$ cat src/rtl/bhq_pkg.sv
package bhq_pkg;

    // Field widths of one entry, of the capacity register and of the count output.
    localparam int KEY_W     = 32;
    localparam int VID_W     = 16;
    localparam int CAP_W     = 7;
    localparam int CNT_OUT_W = 7;

    localparam logic [CAP_W-1:0] CAP_RESET = 7'd64;

    // Action codes of an input item.
    localparam logic ACT_INSERT = 1'b0;
    localparam logic ACT_DELETE = 1'b1;

    // One heap entry: priority key and vehicle id.
    typedef struct packed {
        logic [KEY_W-1:0] key;
        logic [VID_W-1:0] vid;
    } t_entry;

    // The two children of one parent, as read from a level.
    typedef struct packed {
        t_entry left;
        t_entry right;
    } t_pair;

    // Operation token handed from one level cell to the next.
    typedef struct packed {
        logic   valid;
        logic   del;
        logic   disp;
        t_entry ent;
    } t_token;

    // Write event of a level cell.
    typedef struct packed {
        logic   en;
        t_entry ent;
    } t_wr;

    typedef enum logic [2:0] {
        ST_IDLE,
        ST_FETCH,
        ST_LOAD,
        ST_RUN,
        ST_DONE
    } t_state;

endpackage

$ cat src/rtl/bhq_cell.sv
// One level of the heap. The cell owns the entries of its level and works on
// the operation token: it reads in the arrival cycle and
// compares and writes in the following cycle, then hands the token on.
module bhq_cell #(
    parameter int   NODE_W  = 7,
    parameter int   LVL_W   = 3,
    parameter int   LEVEL   = 0,
    parameter logic IS_LAST = 1'b0
) (
    input  logic                  i_clk,
    input  logic                  i_rst_n,
    // Token from the level above.
    input  bhq_pkg::t_token       i_tok,
    input  logic [NODE_W-1:0]     i_tok_node,
    // Token to the level below.
    output bhq_pkg::t_token       o_tok,
    output logic [NODE_W-1:0]     o_tok_node,
    // Operation context.
    input  logic [NODE_W-1:0]     i_count,
    input  logic [NODE_W-1:0]     i_target,
    input  logic [LVL_W-1:0]      i_tlevel,
    // Fetch of the last entry before a delete.
    input  logic                  i_fetch_vld,
    input  logic [NODE_W-1:0]     i_fetch_node,
    output logic                  o_fetch_hit,
    output bhq_pkg::t_entry       o_fetch_ent,
    // Child read requested by the level above.
    input  logic                  i_creq_vld,
    input  logic [NODE_W-1:0]     i_creq_node,
    output bhq_pkg::t_pair        o_child,
    // Child read toward the level below.
    output logic                  o_creq_vld,
    output logic [NODE_W-1:0]     o_creq_node,
    input  bhq_pkg::t_pair        i_child,
    // Status.
    output logic                  o_done,
    output bhq_pkg::t_wr          o_wr
);

    localparam int AW      = (LEVEL > 0) ? LEVEL : 1;
    localparam int DEPTH_L = 2 ** AW;
    localparam logic [NODE_W-1:0] LVL_MASK = NODE_W'((64'd1 << LEVEL) - 64'd1);
    localparam logic [LVL_W-1:0]  LVL_ID   = LVL_W'(LEVEL);

    bhq_pkg::t_entry r_mem [DEPTH_L];
    bhq_pkg::t_entry r_rd_a;
    bhq_pkg::t_entry r_rd_b;

    bhq_pkg::t_token r_tok;
    logic [NODE_W-1:0] r_node;
    bhq_pkg::t_token r_out_tok;
    logic [NODE_W-1:0] r_out_node;
    logic r_fetch_hit;

    logic [NODE_W-1:0] ins_node;
    logic [NODE_W-1:0] child_l;
    logic [NODE_W-1:0] child_r;
    logic [AW-1:0]     addr_a;
    logic [AW-1:0]     addr_b;
    logic              fetch_here;

    logic [NODE_W:0]   p2;
    logic [NODE_W:0]   cnt_ext;
    logic              has_l;
    logic              has_r;
    logic              pick_r;
    bhq_pkg::t_entry   pick;
    logic [NODE_W-1:0] q_node;

    logic              wr_en;
    bhq_pkg::t_entry   wr_ent;
    logic [AW-1:0]     wr_addr;
    logic              done;
    bhq_pkg::t_token   n_tok;
    logic [NODE_W-1:0] n_tok_node;

    // Arrival: read addresses for the own path slot, the children or the fetch.
    always_comb begin
        ins_node   = i_target >> (i_tlevel - LVL_ID);
        child_l    = {i_creq_node[NODE_W-2:0], 1'b0};
        child_r    = {i_creq_node[NODE_W-2:0], 1'b1};
        fetch_here = i_fetch_vld && ((i_fetch_node >> LEVEL) == NODE_W'(1));
        if (i_creq_vld) begin
            addr_a = AW'(child_l & LVL_MASK);
        end else if (i_tok.valid && !i_tok.del) begin
            addr_a = AW'(ins_node & LVL_MASK);
        end else begin
            addr_a = AW'(i_fetch_node & LVL_MASK);
        end
        addr_b = AW'(child_r & LVL_MASK);
    end

    // A delete token asks the level below for the children of its slot.
    assign o_creq_vld  = i_tok.valid && i_tok.del && (IS_LAST == 1'b0);
    assign o_creq_node = i_tok_node;

    // Level memory with registered reads.
    always_ff @(posedge i_clk) begin
        r_rd_a <= r_mem[addr_a];
        r_rd_b <= r_mem[addr_b];
        if (wr_en) begin
            r_mem[wr_addr] <= wr_ent;
        end
    end

    // Token capture for the decision cycle.
    always_ff @(posedge i_clk) begin
        if (!i_rst_n) begin
            r_tok       <= '0;
            r_fetch_hit <= 1'b0;
        end else begin
            r_tok       <= i_tok;
            r_fetch_hit <= fetch_here;
        end
        r_node <= i_tok.del ? i_tok_node : ins_node;
    end

    // Decision: compare, write the own slot and pass the token on.
    always_comb begin
        p2      = {r_node, 1'b0};
        cnt_ext = {1'b0, i_count};
        has_l   = (IS_LAST == 1'b0) && (p2 <= cnt_ext);
        has_r   = (IS_LAST == 1'b0) && ((p2 | (NODE_W+1)'(1)) <= cnt_ext);
        pick_r  = has_r && !(i_child.left.key < i_child.right.key);
        pick    = pick_r ? i_child.right : i_child.left;
        q_node  = {r_node[NODE_W-2:0], pick_r};

        wr_en      = 1'b0;
        wr_ent     = r_tok.ent;
        wr_addr    = AW'(r_node & LVL_MASK);
        done       = 1'b0;
        n_tok      = '0;
        n_tok_node = r_node;

        if (r_tok.valid) begin
            if (!r_tok.del) begin
                // Insert walks the path to the new slot, top down.
                if (LVL_ID == i_tlevel) begin
                    wr_en = 1'b1;
                    done  = 1'b1;
                end else if (r_tok.disp || (r_tok.ent.key < r_rd_a.key)) begin
                    wr_en       = 1'b1;
                    n_tok.valid = 1'b1;
                    n_tok.disp  = 1'b1;
                    n_tok.ent   = r_rd_a;
                end else begin
                    n_tok = r_tok;
                end
            end else begin
                // Delete: the hole takes the smaller child while it is smaller.
                wr_en = 1'b1;
                if (has_l && (pick.key < r_tok.ent.key)) begin
                    wr_ent      = pick;
                    n_tok.valid = 1'b1;
                    n_tok.del   = 1'b1;
                    n_tok.ent   = r_tok.ent;
                    n_tok_node  = q_node;
                end else begin
                    done = 1'b1;
                end
            end
        end
    end

    // Token register toward the level below.
    always_ff @(posedge i_clk) begin
        if (!i_rst_n) begin
            r_out_tok <= '0;
        end else begin
            r_out_tok <= n_tok;
        end
        r_out_node <= n_tok_node;
    end

    assign o_tok       = r_out_tok;
    assign o_tok_node  = r_out_node;
    assign o_fetch_hit = r_fetch_hit;
    assign o_fetch_ent = r_rd_a;
    assign o_child     = {r_rd_a, r_rd_b};
    assign o_done      = done;
    assign o_wr        = {wr_en, wr_ent};

endmodule

$ cat config.mk
export PLATFORM = sky130hd
export DESIGN_NAME = bhq_cell
export DESIGN_NICKNAME = d
export VERILOG_FILES = /design/src/rtl/bhq_pkg.sv /design/src/rtl/bhq_cell.sv
export SDC_FILE = /design/constraint.sdc
export NUM_CORES = 1
export LEC_CHECK = 0
export ABC_AREA = 1
export CORE_AREA = 3 3 176 178
export CTS_CLUSTER_SIZE = 8
export DETAILED_ROUTE_END_ITERATION = 6
export DIE_AREA = 0 0 179 181
export DONT_BUFFER_PORTS = 1
export MAX_ROUTING_LAYER = met4
export SYNTH_ARGS = -nofsm -noshare
export SYNTH_HDL_FRONTEND = slang
export SYNTH_SLANG_ARGS = --single-unit
$ cat constraint.sdc
create_clock -name i_clk -period 11 [get_ports i_clk]
set_input_delay 1.65 -clock i_clk [delete_from_list [all_inputs] [get_ports i_clk]]
set_output_delay 1.65 -clock i_clk [all_outputs]
set_load 0.01 [all_outputs]
**Word level (Yosys, flattened, before mapping)**

Memories as Yosys holds them, arrays and structs flattened. A register that Yosys moved wholly into a read port is not among the register bits.
Index checks and enable logic that the tools add are counted.

- Memory bits (writable): 96
- Memories: 1
- Flip-flop bits (word level): 117
- Word-level logic and storage cells: 56

Memory list:

| name | depth | width | rd ports | clocked after Yosys merged registers in | wr ports | RTL line | source |
|---|---|---|---|---|---|---|---|
| r_mem | 2 | 48 | 1 | 1 | 1 | bhq_cell.sv:45 | `bhq_pkg::t_entry r_mem [DEPTH_L];` |

- Bitwise logic cells: 2
- Shift-type cells: 1
- $lt $le $gt $ge: 5
- Eq/ne operators: 1
- Multiplexer cells: 24
- Reduce and logical (&&, ||, !) cells: 9

Operators with widths:

| operator | count |
|---|---|
| 2-to-1 mux 48 bit | 6 |
| less-than comparator 32 bit | 3 |
| 2-to-1 mux 51 bit | 1 |
| 2-to-1 mux 49 bit | 1 |
| 2-to-1 mux 7 bit | 4 |
| less-or-equal comparator 8 x 7 -> 1 bit | 2 |
| 2-to-1 mux 1 bit | 10 |
| == test 7 x 1 -> 1 bit (second input constant) | 1 |
| >> shifter 7 x 3 -> 7 bit | 1 |
| logical AND 1 bit | 4 |
| 2-to-1 mux 2 bit | 2 |
| OR reduction 4 bit | 1 |
| logical NOT 3 bit | 1 |
| inverter 1 bit | 2 |
| AND reduction 2 bit | 1 |
| logical NOT 1 bit | 1 |
| logical OR 1 bit | 1 |

**Logic depth before layout (Yosys ltp)**

Gate-level depths: netlist (run 1).

- Depth after elaboration: 9
- Mapped depth: 31
- Mapped depth without buffers: 28

**Least setup slack after synthesis (run 1)**

No wires, ideal clock.

- Path kind: input to output
- From: input port i_child[35] (netlist bit)
- To: output port o_wr[0] (netlist bit)
- Cell stages on the path: 21
- Data required time: 9.350 ns
- Slack: 4.398 ns
- Data arrival time: 4.952 ns
- Path through: inv_1 -> ha_1 -> a21oi_1 -> o21ai_0 -> nand2_1 -> nand3_1 -> a21oi_1 -> nand2_2 -> nand2_2 -> buf_1 -> nand2_1 -> o21ai_0 -> ha_1 -> nand2_1 -> inv_1 -> nand3_1 -> a21oi_1 -> a2111oi_4 -> nand3_4 -> clkbuf_1 -> o21ai_0

RTL lines:

| what | RTL line | source |
|---|---|---|
| start: declaration | bhq_cell.sv:34 | `input bhq_pkg::t_pair i_child,` |
| end: declaration | bhq_cell.sv:37 | `output bhq_pkg::t_wr o_wr` |

==> results.json, run 1 <==
{
  "outcome": "finished clean",
  "most-common-layout-cells": "sky130_fd_sc_hd__inv_1 (234), sky130_fd_sc_hd__nand2_1 (233), sky130_fd_sc_hd__dfxtp_1 (165), sky130_fd_sc_hd__o21ai_0 (138), sky130_fd_sc_hd__nor2_1 (114)",
  "synthesis.instances": 1375,
  "die_x_um": 179,
  "clock-skew-final_ns": 0.0151,
  "timing.max_cap.violations": 0,
  "grt_pass1_wl_um": 48000,
  "min_path_type": "flop to flop",
  "final_net_count": 1549,
  "post_synth_main_area_contributors": "sky130_fd_sc_hd__dfxtp_1 (29%), sky130_fd_sc_hd__edfxtp_1 (13%), sky130_fd_sc_hd__ha_1 (11%), sky130_fd_sc_hd__inv_1 (7.9%), sky130_fd_sc_hd__nand2_1 (7.8%)",
  "timing.max_slew.rel_slack": 0.199,
  "fin_util": 0.394,
  "fmax_mhz": 116,
  "crit_path_max_fanout": 80,
  "number_of_global_route_vias_before_repair": 8264,
  "gpl_wtd_cong": 0.915,
  "synth_async_sr_flop_share": 0,
  "routed_vias": 8331,
  "synth_nets": 1664,
  "initial_utilization": 0.381,
  "cp.arrival_ns": 6.99,
  "clockPowerShare": 0.425,
  "finalMaxSlewViolations": 0,
  "ys_seq_area_frac": 0.422,
  "switching_power_mw": 0.557,
  "inserted_clock_buffers": 30,
  "detailed_place_hpwl_um": 23700,
  "dr.pass1.iters": 5,
  "final_layout_size_suffix_gt1_frac": 0.0569,
  "final_hold_slack_ns": 0.335,
  "synth-seq-cells": 213,
  "placed_cells": 1618,
  "insertion_delay_ns": 0.55,
  "rows": 63,
  "timing_worst_slew_pin_value_ns": 1.20,
  "power_frac_seq": 0.449,
  "timing.final.crit_period_ns": 8.64,
  "worst_ir_drop_vdd_v": 0.000112,
  "finalWorstSetupSlack_ns": 2.36,
  "cts.repair.resized": 0,
  "antenna_violations_before_repair": 0,
  "netlist-cell-type-count": 41,
  "tritoncts_clock_tree": "built",
  "total_clock_sinks": 213,
  "swShare": 0.279,
  "timing.critical_path.to_type": "primary output",
  "synth_warnings": 0,
  "synth_edf_count": 48,
  "total_track_usage": 0.197,
  "synth_area_leader_cell": "sky130_fd_sc_hd__dfxtp_1",
  "worstSetupStartpointType": "input pin",
  "layout_commonest_cell": "sky130_fd_sc_hd__inv_1",
  "avgRoutedWirePerCell_um": 19.2,
  "postSynthAreaPerCell_um2": 8.18,
  "rsz0062_at_grt": "false",
  "report.final.setup_viol": 0,
  "ctsHoldBuffers": 0,
  "die_height_um": 181,
  "place_worst_setup_slack_ns": 2.33,
  "worst_setup_hold_path_clk_slew_ns": 0.05,
  "ctsRootBufferMaster": "sky130_fd_sc_hd__clkbuf_16",
  "type_of_the_worst_setup_path": "input pin to primary output",
  "post_layout_nonfiller_instances": 1674,
  "area_of_the_core_um2": 29600,
  "overflow": 0,
  "power_frac_comb": 0.126,
  "drt-vias-per-instance": 4.98,
  "antenna_left": 0,
  "dieArea_um2": 32400,
  "timing.final.hold_violations": 0,
  "detail_route.iter0.violations": 394,
  "drcViolationCount": 0,
  "syn-cell-area_um2": 11300,
  "totalWireLength_um": 32100,
  "i_o_pin_total": 450,
  "totalNegativeSetupSlack_ns": 0,
  "post_cts.repair.setup_buffers": 0,
  "grt_start_max_net_pins": 81,
  "portBuffers": 0,
  "synth.top_cell.area_share": 0.294,
  "cts-htree-levels": 1,
  "num_antenna_cells": 0,
  "period_share": 0.786,
  "internal_power_mw": 1.44,
  "max-clock-path-buffers": 3,
  "leakagePower_nw": 5.75,
  "power_density_nw_per_um2": 171,
  "ys_dominant_reg_cell": "sky130_fd_sc_hd__dfxtp_1",
  "layout-area-overhead-vs-synth_pct": 3.56,
  "critPathRequiredTime_ns": 9.35
}
-- critical path, stage by stage --
cell and delay (ns):
sky130_fd_sc_hd__inv_1 0.02, sky130_fd_sc_hd__ha_1 0.31, sky130_fd_sc_hd__a21o_1 0.20, sky130_fd_sc_hd__a211oi_2 0.22
sky130_fd_sc_hd__o211ai_1 0.12, sky130_fd_sc_hd__nand2_1 0.20, sky130_fd_sc_hd__nand2_4 0.56, sky130_fd_sc_hd__o21ai_0 0.75
sky130_fd_sc_hd__ha_1 0.35, sky130_fd_sc_hd__nand2_1 0.07, sky130_fd_sc_hd__inv_1 0.05, sky130_fd_sc_hd__nand3_1 0.18
sky130_fd_sc_hd__a21oi_1 0.15, sky130_fd_sc_hd__a2111oi_4 0.62, sky130_fd_sc_hd__nand3_4 0.49, sky130_fd_sc_hd__buf_4 0.44
sky130_fd_sc_hd__o21ai_0 0.54
-- final timing paths --
| check | from | end | slack, ns | cells past startpoint |
|---|---|---|---|---|
| worst max-delay path | i_count[5] | o_wr[36] | 2.36 | 17 |
| worst min register to register | r_mem[0][37]$_DFFE_PP_ | o_child[37]$_DFF_P_ | 0.34 | 0 |
| worst max register to register | r_node[4]$_DFF_P_ | r_mem[0][36]$_DFFE_PP_ | 5.08 | 16 |
| worst min-delay path | r_mem[0][37]$_DFFE_PP_ | o_child[37]$_DFF_P_ | 0.34 | 0 |
-- cells in the mapped netlist, types with 4 or more instances --
master and instances:
sky130_fd_sc_hd__a211oi_1 5, sky130_fd_sc_hd__a21oi_1 50, sky130_fd_sc_hd__buf_2 11, sky130_fd_sc_hd__buf_4 105, sky130_fd_sc_hd__buf_6 4, sky130_fd_sc_hd__clkbuf_1 28
sky130_fd_sc_hd__dfxtp_1 165, sky130_fd_sc_hd__edfxtp_1 48, sky130_fd_sc_hd__ha_1 100, sky130_fd_sc_hd__inv_1 236, sky130_fd_sc_hd__mux2i_1 17, sky130_fd_sc_hd__nand2_1 234
sky130_fd_sc_hd__nand3_1 13, sky130_fd_sc_hd__nand4_1 9, sky130_fd_sc_hd__nor2_1 115, sky130_fd_sc_hd__o211ai_1 5, sky130_fd_sc_hd__o21ai_0 138, sky130_fd_sc_hd__o21ai_1 11
sky130_fd_sc_hd__o21ai_2 4, sky130_fd_sc_hd__o21bai_1 29, sky130_fd_sc_hd__o21bai_2 18
-- through the flow --
stage	power (mW)	area [um2]
final	2.00	11700
after floorplan	1.12	11300
after global routing	2.10	11700
after global placement	1.16	10800
after CTS	2.02	11700
after detailed placement	1.16	10800
-- cell families after synthesis --
group,Yosys count,synth area share
AOI/OAI and AO/OA,269,0.144
and+or+nand+nor,388,0.139
adders and majority gates,100,0.111
buffers and inverters,388,0.168
DFF,213,0.422
muxes,17,0.0151
-- power groups by stage --
stage          Combinational, mW  Sequential, mW  Clock (mW)
3_5_place_dp               0.251           0.913           0
3_3_place_gp               0.245           0.912           0
6_report                   0.251           0.896       0.848
2_1_floorplan              0.230           0.888           0
5_1_grt                    0.290           0.902       0.906
4_1_cts                    0.253           0.897       0.872
-- sequential cells by signal, indices dropped and copies added (netlist names) --
| name | flops |
|---|---|
| o_tok | 51 |
| r_node | 7 |
| r_tok | 51 |
| o_fetch_hit | 1 |
| r_mem | 48 |
| o_tok_node | 7 |
| o_child | 48 |
-- layer usage --
metal,global-route usage,wire (um),share of wire,vias to the layer above
met3,0.0431,2390,0.074,57
met5,-,0,0,-
li1,-,-,-,4065
met2,0.334,15700,0.49,330
met1,0.234,13200,0.41,3879
met4,0.0580,835,0.026,0
-- area by class of cell --
class | count | area, um2
Tap cell | 390 | 488
Timing Repair Buffer | 5 | 37.5
Inverter | 236 | 886
Fill cell | 2993 | 17900
Clock inverter | 1 | 16.3
Clock buffer | 55 | 845
Sequential cell | 213 | 4740
Multi-Input combinational cell | 774 | 4640
No activity file was read; power rests on OpenSTA's default activity.
==> inputs of run 2 (changes only) <==
- ABC_AREA: 1 -> 0
- CORE_AREA: 3 3 176 178 -> 3 3 174 176
- DIE_AREA: 0 0 179 181 -> 0 0 177 179
- clock period: 11 -> 8.11 ns (I/O delays scaled with it)
==> run 2 against run 1 <==
Sequential share of layout area grew 1.2 points. Final area down 3.0%. Clock power is 34% higher. Critical endpoint is now o_wr[20]. Largest cell class unchanged. Largest power group unchanged. Highest routed layer unchanged.
==> results.json, run 2 <==
{
  "outcome": "finished clean",
  "crit_path_max_fanout": 57,
  "grt_start_max_net_pins": 58,
  "placed_cells": 1325,
  "postPlaceCellArea_um2": 10400,
  "synth_async_sr_flop_share": 0,
  "worst_r2r_startpoint": "r_node[5]$_DFF_P_",
  "timing.critical_path.to_type": "primary output",
  "netlist-cell-type-count": 54,
  "crit_chain": "inv_1 -> ha_1 -> nand4_1 -> o311a_1 -> o41ai_2 -> a31oi_4 -> buf_12 -> o21ai_0 -> ha_1 -> o21ai_0 -> nand2b_1 -> a211oi_1 -> nor4_1 -> o311ai_1 -> o21a_1 -> nand3_4 -> buf_4 -> mux2_1",
  "drcViolationCount": 0,
  "layout-area-overhead-vs-synth_pct": 4.34,
  "critical_path.slowest_cell": "sky130_fd_sc_hd__o41ai_2",
  "worst_ir_drop_vdd_v": 0.000147,
  "dr.pass1.iters": 5,
  "type_of_the_worst_setup_path": "input pin to primary output",
  "timing_worst_slew_pin_value_ns": 0.972,
  "worst-path-buf-inv": 3,
  "post_layout_nonfiller_instances": 1380,
  "rows": 62,
  "clock-skew-final_ns": 0.0148,
  "fin_util": 0.393,
  "postSynthAreaPerCell_um2": 10.0,
  "ctsHoldBuffers": 0,
  "antenna_violations_before_repair": 0,
  "synth_edf_count": 48,
  "timing.max_cap.violations": 0,
  "insertion_delay_ns": 0.54,
  "tritoncts_clock_tree": "built",
  "post_synth_main_area_contributors": "sky130_fd_sc_hd__dfxtp_1 (30%), sky130_fd_sc_hd__edfxtp_1 (13%), sky130_fd_sc_hd__ha_1 (12%), sky130_fd_sc_hd__buf_4 (7.2%), sky130_fd_sc_hd__mux2_1 (5.1%)",
  "leakagePower_nw": 4.74,
  "syn-cell-area_um2": 10800,
  "most-common-layout-cells": "sky130_fd_sc_hd__dfxtp_1 (165), sky130_fd_sc_hd__inv_1 (106), sky130_fd_sc_hd__ha_1 (100), sky130_fd_sc_hd__o21ai_0 (76), sky130_fd_sc_hd__nand2_1 (68)",
  "synth-seq-cells": 213,
  "cts.repair.resized": 0,
  "die_x_um": 177,
  "worstSetupStartpointType": "input pin",
  "report.final.setup_viol": 0,
  "area_of_the_core_um2": 28800,
  "synth_nets": 1369,
  "gpl_wtd_cong": 0.856,
  "worst_setup_hold_path_clk_slew_ns": 0.05,
  "cts-htree-levels": 1,
  "cp-endpoint": "o_wr[20]",
  "initial_utilization": 0.377,
  "ys_seq_area_frac": 0.438,
  "ys_dominant_reg_cell": "sky130_fd_sc_hd__dfxtp_1",
  "worst_path_dominant_cell_family": "compound AO/OA/AOI/OAI gates",
  "final_layout_size_suffix_gt1_frac": 0.0693,
  "detail_route.iter0.violations": 306,
  "worstReg2RegEnd": "r_mem[0][20]$_DFFE_PP_",
  "post_cts.repair.setup_buffers": 0,
  "fmax_mhz": 136,
  "rrSetupSlack_ns": 2.70,
  "total_power_mw": 2.67,
  "rsz0062_at_grt": "false",
  "total_track_usage": 0.195,
  "synth_area_leader_cell": "sky130_fd_sc_hd__dfxtp_1",
  "final_hold_slack_ns": 0.330,
  "layout_commonest_cell": "sky130_fd_sc_hd__dfxtp_1",
  "min_path_type": "flop to flop",
  "cpPeakStageDelay_ns": 0.61,
  "totalWireLength_um": 31800,
  "place_worst_setup_slack_ns": 0.743,
  "overflow": 0,
  "power_density_nw_per_um2": 236,
  "portBuffers": 0,
  "detailed_place_hpwl_um": 23400,
  "timing.final.hold_violations": 0,
  "synth.top_cell.area_share": 0.305,
  "synth_warnings": 0,
  "synthMostInstantiatedCell": "sky130_fd_sc_hd__dfxtp_1",
  "grt_pass1_wl_um": 45600,
  "cp.arrival_ns": 6.15,
  "design_area_um2": 11300,
  "routed_vias": 7349,
  "timing.final.crit_period_ns": 7.37,
  "cp.depth": 18,
  "critPathRequiredTime_ns": 6.89,
  "total_clock_sinks": 213,
  "antenna_left": 0,
  "inserted_clock_buffers": 30,
  "ctsRootBufferMaster": "sky130_fd_sc_hd__clkbuf_16",
  "min_from": "r_mem[0][35]$_DFFE_PP_",
  "period_share": 0.908,
  "finalMaxSlewViolations": 0,
  "dieArea_um2": 31700,
  "number_of_global_route_vias_before_repair": 7346,
  "synthesis.instances": 1080,
  "ff2ff_path_depth": 18,
  "drt-vias-per-instance": 5.33,
  "timing.max_slew.rel_slack": 0.346,
  "i_o_pin_total": 450,
  "critical_path.startpoint": "i_child[23]",
  "synth_common_cells": "sky130_fd_sc_hd__dfxtp_1 (165), sky130_fd_sc_hd__inv_1 (106), sky130_fd_sc_hd__buf_4 (104)",
  "totalNegativeSetupSlack_ns": 0,
  "finalWorstSetupSlack_ns": 0.745,
  "die_height_um": 179,
  "final_net_count": 1262,
  "avgRoutedWirePerCell_um": 23.1,
  "max-clock-path-buffers": 3
}
[run 2: cell types whose count changed in the layout (fill, tap and decap cells not counted), sizes merged, moves of 52 or more]
cell,before,now
mux2,0,70
o21ai,153,76
inv,236,106
and2,1,53
nor2,116,22
nand2,238,70
[run 2: worst min path at each step]
stage	end	cells after the start	slack (ns)
after floorplan	o_child[0]$_DFF_P_	0	0.32
after global placement	o_child[7]$_DFF_P_	0	0.32
after detailed placement	o_child[14]$_DFF_P_	0	0.33
after CTS	o_child[35]$_DFF_P_	0	0.33
after global routing	o_child[35]$_DFF_P_	0	0.34
final	o_child[35]$_DFF_P_	0	0.33
[run 2: kinds of logic (layout without fill, tap and decap cells)]
group,count (synthesis),count (layout),synth area share
buf+inv,253,168,0.128
compound gates,242,242,0.146
flops,213,213,0.438
simple gates,194,194,0.0918
fa+ha+maj,100,100,0.115
mux,78,78,0.0813
other cells,0,1,0
[run 2: final cells by class]
| cell class | count | area [um2] |
|---|---|---|
| multi-input combinational | 614 | 4730 |
| sequential | 213 | 4740 |
| timing repair buffer | 8 | 85.1 |
| antenna | 1 | 2.50 |
| clock buffer | 54 | 862 |
| fill | 2800 | 17500 |
| inverter | 106 | 398 |
| tap | 384 | 480 |
[run 2: per-layer routing]
| metal | share of wire | global-route usage | vias to the layer above |
|---|---|---|---|
| li1 | - | - | 3487 |
| met1 | 0.43 | 0.246 | 3500 |
| met2 | 0.48 | 0.316 | 308 |
| met3 | 0.077 | 0.0496 | 54 |
| met4 | 0.021 | 0.0484 | 0 |
| met5 | 0 | - | - |
[run 2: power by group]
part / internal, mW / switching, mW
logic: 0.123 / 0.194
registers: 1.14 / 0.0680
clock network: 0.703 / 0.441
total: 1.97 / 0.702
==> inputs of run 3 (changes only) <==
- HOLD_SLACK_MARGIN: default -> 0.15
- PLACE_DENSITY_LB_ADDON: default -> 0.15
- TNS_END_PERCENT: default -> 5
==> run 3 against run 2 <==
First-iteration DRC count rose by 10%. Largest power group unchanged. Routed wire length up 0.68%. Clock power about the same. Highest routed layer unchanged. Combinational power hardly changed. Die area unchanged. Clock skew rose by 0.0030 ns. Non-clock buffer count increased by 2. Fmax shrank 2.1%. Clock-buffer cell count decreased by 1. Flip-flop and latch count did not move.
==> results.json, run 3 (synthesized netlist as in run 2, its figures left out) <==
{
  "rows": 62,
  "placed_cells": 1327,
  "grt_pass1_wl_um": 46300,
  "worst_setup_hold_path_clk_slew_ns": 0.05,
  "cp.arrival_ns": 6.31,
  "crit_chain": "inv_1 -> ha_1 -> nand4_1 -> o311a_1 -> o41ai_2 -> a31oi_4 -> buf_12 -> nand2_1 -> o21ai_0 -> ha_1 -> o21ai_0 -> nand2b_1 -> a211oi_1 -> nor4_1 -> o311ai_1 -> a2111o_1 -> nand3_4 -> buf_4 -> mux2_1",
  "layout_commonest_cell": "sky130_fd_sc_hd__dfxtp_1",
  "die_height_um": 179,
  "i_o_pin_total": 450,
  "swShare": 0.272,
  "antenna_violations_before_repair": 6,
  "total_track_usage": 0.198,
  "gpl_wtd_cong": 0.779,
  "leakagePower_nw": 4.75,
  "finalMaxSlewViolations": 0,
  "critical_path.slowest_cell": "sky130_fd_sc_hd__o41ai_2",
  "final_hold_slack_ns": 0.332,
  "number_of_global_route_vias_before_repair": 7344,
  "timing_worst_slew_pin_value_ns": 1.01,
  "place_worst_setup_slack_ns": 0.552,
  "initial_utilization": 0.377,
  "post_cts.repair.setup_buffers": 0,
  "insertion_delay_ns": 0.56,
  "dr.pass1.iters": 4,
  "timing.final.hold_violations": 0,
  "drt-vias-per-instance": 5.22,
  "cts.repair.resized": 0,
  "routed_vias": 7232,
  "totalWireLength_um": 32100,
  "critPathRequiredTime_ns": 6.89,
  "timing.max_slew.rel_slack": 0.321,
  "final_net_count": 1264,
  "clock-skew-final_ns": 0.0178,
  "power_density_nw_per_um2": 237,
  "total_power_mw": 2.69,
  "detailed_place_hpwl_um": 23800,
  "clockPowerShare": 0.432,
  "tritoncts_clock_tree": "built",
  "power_frac_comb": 0.118,
  "timing.final.crit_period_ns": 7.53,
  "fin_util": 0.394,
  "area_of_the_core_um2": 28800,
  "power_frac_seq": 0.450,
  "final_layout_size_suffix_gt1_frac": 0.0712,
  "period_share": 0.928,
  "outcome": "finished clean",
  "total_clock_sinks": 213,
  "inserted_clock_buffers": 30,
  "switching_power_mw": 0.731,
  "overflow": 0,
  "cpPeakStageDelay_ns": 0.69,
  "internal_power_mw": 1.95,
  "type_of_the_worst_setup_path": "input pin to primary output",
  "n_fill_cell": 2838,
  "most-common-layout-cells": "sky130_fd_sc_hd__dfxtp_1 (165), sky130_fd_sc_hd__inv_1 (106), sky130_fd_sc_hd__ha_1 (100), sky130_fd_sc_hd__o21ai_0 (76), sky130_fd_sc_hd__nand2_1 (68)",
  "drcViolationCount": 0,
  "cts-htree-levels": 1,
  "report.final.setup_viol": 0,
  "layout-area-overhead-vs-synth_pct": 4.68,
  "grt_start_max_net_pins": 67,
  "min_path_type": "flop to flop",
  "max-clock-path-buffers": 3,
  "ctsRootBufferMaster": "sky130_fd_sc_hd__clkbuf_16",
  "avgRoutedWirePerCell_um": 23.1,
  "timing.max_cap.violations": 0,
  "postPlaceCellArea_um2": 10500,
  "die_x_um": 177,
  "fmax_mhz": 133,
  "post_layout_nonfiller_instances": 1386,
  "design_area_um2": 11300,
  "timing.critical_path.to_type": "primary output",
  "antenna_left": 0,
  "detail_route.iter0.violations": 337,
  "finalWorstSetupSlack_ns": 0.583,
  "ctsHoldBuffers": 0,
  "worst_ir_drop_vdd_v": 0.000167,
  "worstSetupStartpointType": "input pin",
  "rsz0062_at_grt": "false",
  "totalNegativeSetupSlack_ns": 0,
  "dieArea_um2": 31700,
  "crit_path_max_fanout": 66,
  "portBuffers": 0
}
-- run 3: changes by cell type in the layout (fill, tap and decap cells not counted) --
cell	delta
sky130_fd_sc_hd__buf_4	+2
sky130_fd_sc_hd__clkbuf_16	-1
sky130_fd_sc_hd__clkinv_16	+1
sky130_fd_sc_hd__diode_2	+4
sky130_fd_sc_hd__o21a_2	-1
sky130_fd_sc_hd__o21a_4	+1
-- run 3: worst paths after layout --
check	start	endpoint	slack (ns)	depth (start not counted)
setup / recovery	i_child[23]	o_wr[21]	0.58	19
hold / removal	r_mem[0][39]$_DFFE_PP_	o_child[39]$_DFF_P_	0.33	0
setup reg to reg	r_node[5]$_DFF_P_	r_mem[0][21]$_DFFE_PP_	2.62	19
hold reg to reg	r_mem[0][39]$_DFFE_PP_	o_child[39]$_DFF_P_	0.33	0
-- run 3: cell type report --
cell class | count | area, um2 | area share
antenna | 5 | 12.5 | 0.00110
clock buffer | 53 | 837 | 0.0738
clock inverter | 1 | 30.0 | 0.00265
inverter | 106 | 398 | 0.0351
multi-input combinational | 614 | 4740 | 0.418
sequential | 213 | 4740 | 0.418
tap | 384 | 480 | 0.0424
timing repair buffer | 10 | 100 | 0.00882
-- run 3: layer usage --
layer	routed length [um]	vias up	global-route usage	share of wire
met5	0	-	-	0
met4	569	0	0.0448	0.018
met3	2410	49	0.0464	0.075
met2	15000	281	0.321	0.47
met1	14100	3397	0.253	0.44
li1	-	3505	-	-
-- run 3: power groups by stage --
| stage | Clock [mW] | Sequential (mW) | Combinational, mW |
|---|---|---|---|
| detailed placement | 0 | 1.23 | 0.319 |
| floorplan | 0 | 1.20 | 0.281 |
| finish | 1.16 | 1.21 | 0.317 |
| global route | 1.24 | 1.22 | 0.361 |
| CTS | 1.20 | 1.21 | 0.322 |
| global placement | 0 | 1.23 | 0.317 |
-- run 3: worst max-delay path, delay by kind of cell --
| kind | cells | cell delay (ns) |
|---|---|---|
| compound gates | 8 | 2.26 |
| fa+ha+maj | 2 | 0.65 |
| mux | 1 | 0.46 |
| buf+inv | 3 | 0.57 |
| simple gates | 5 | 1.05 |
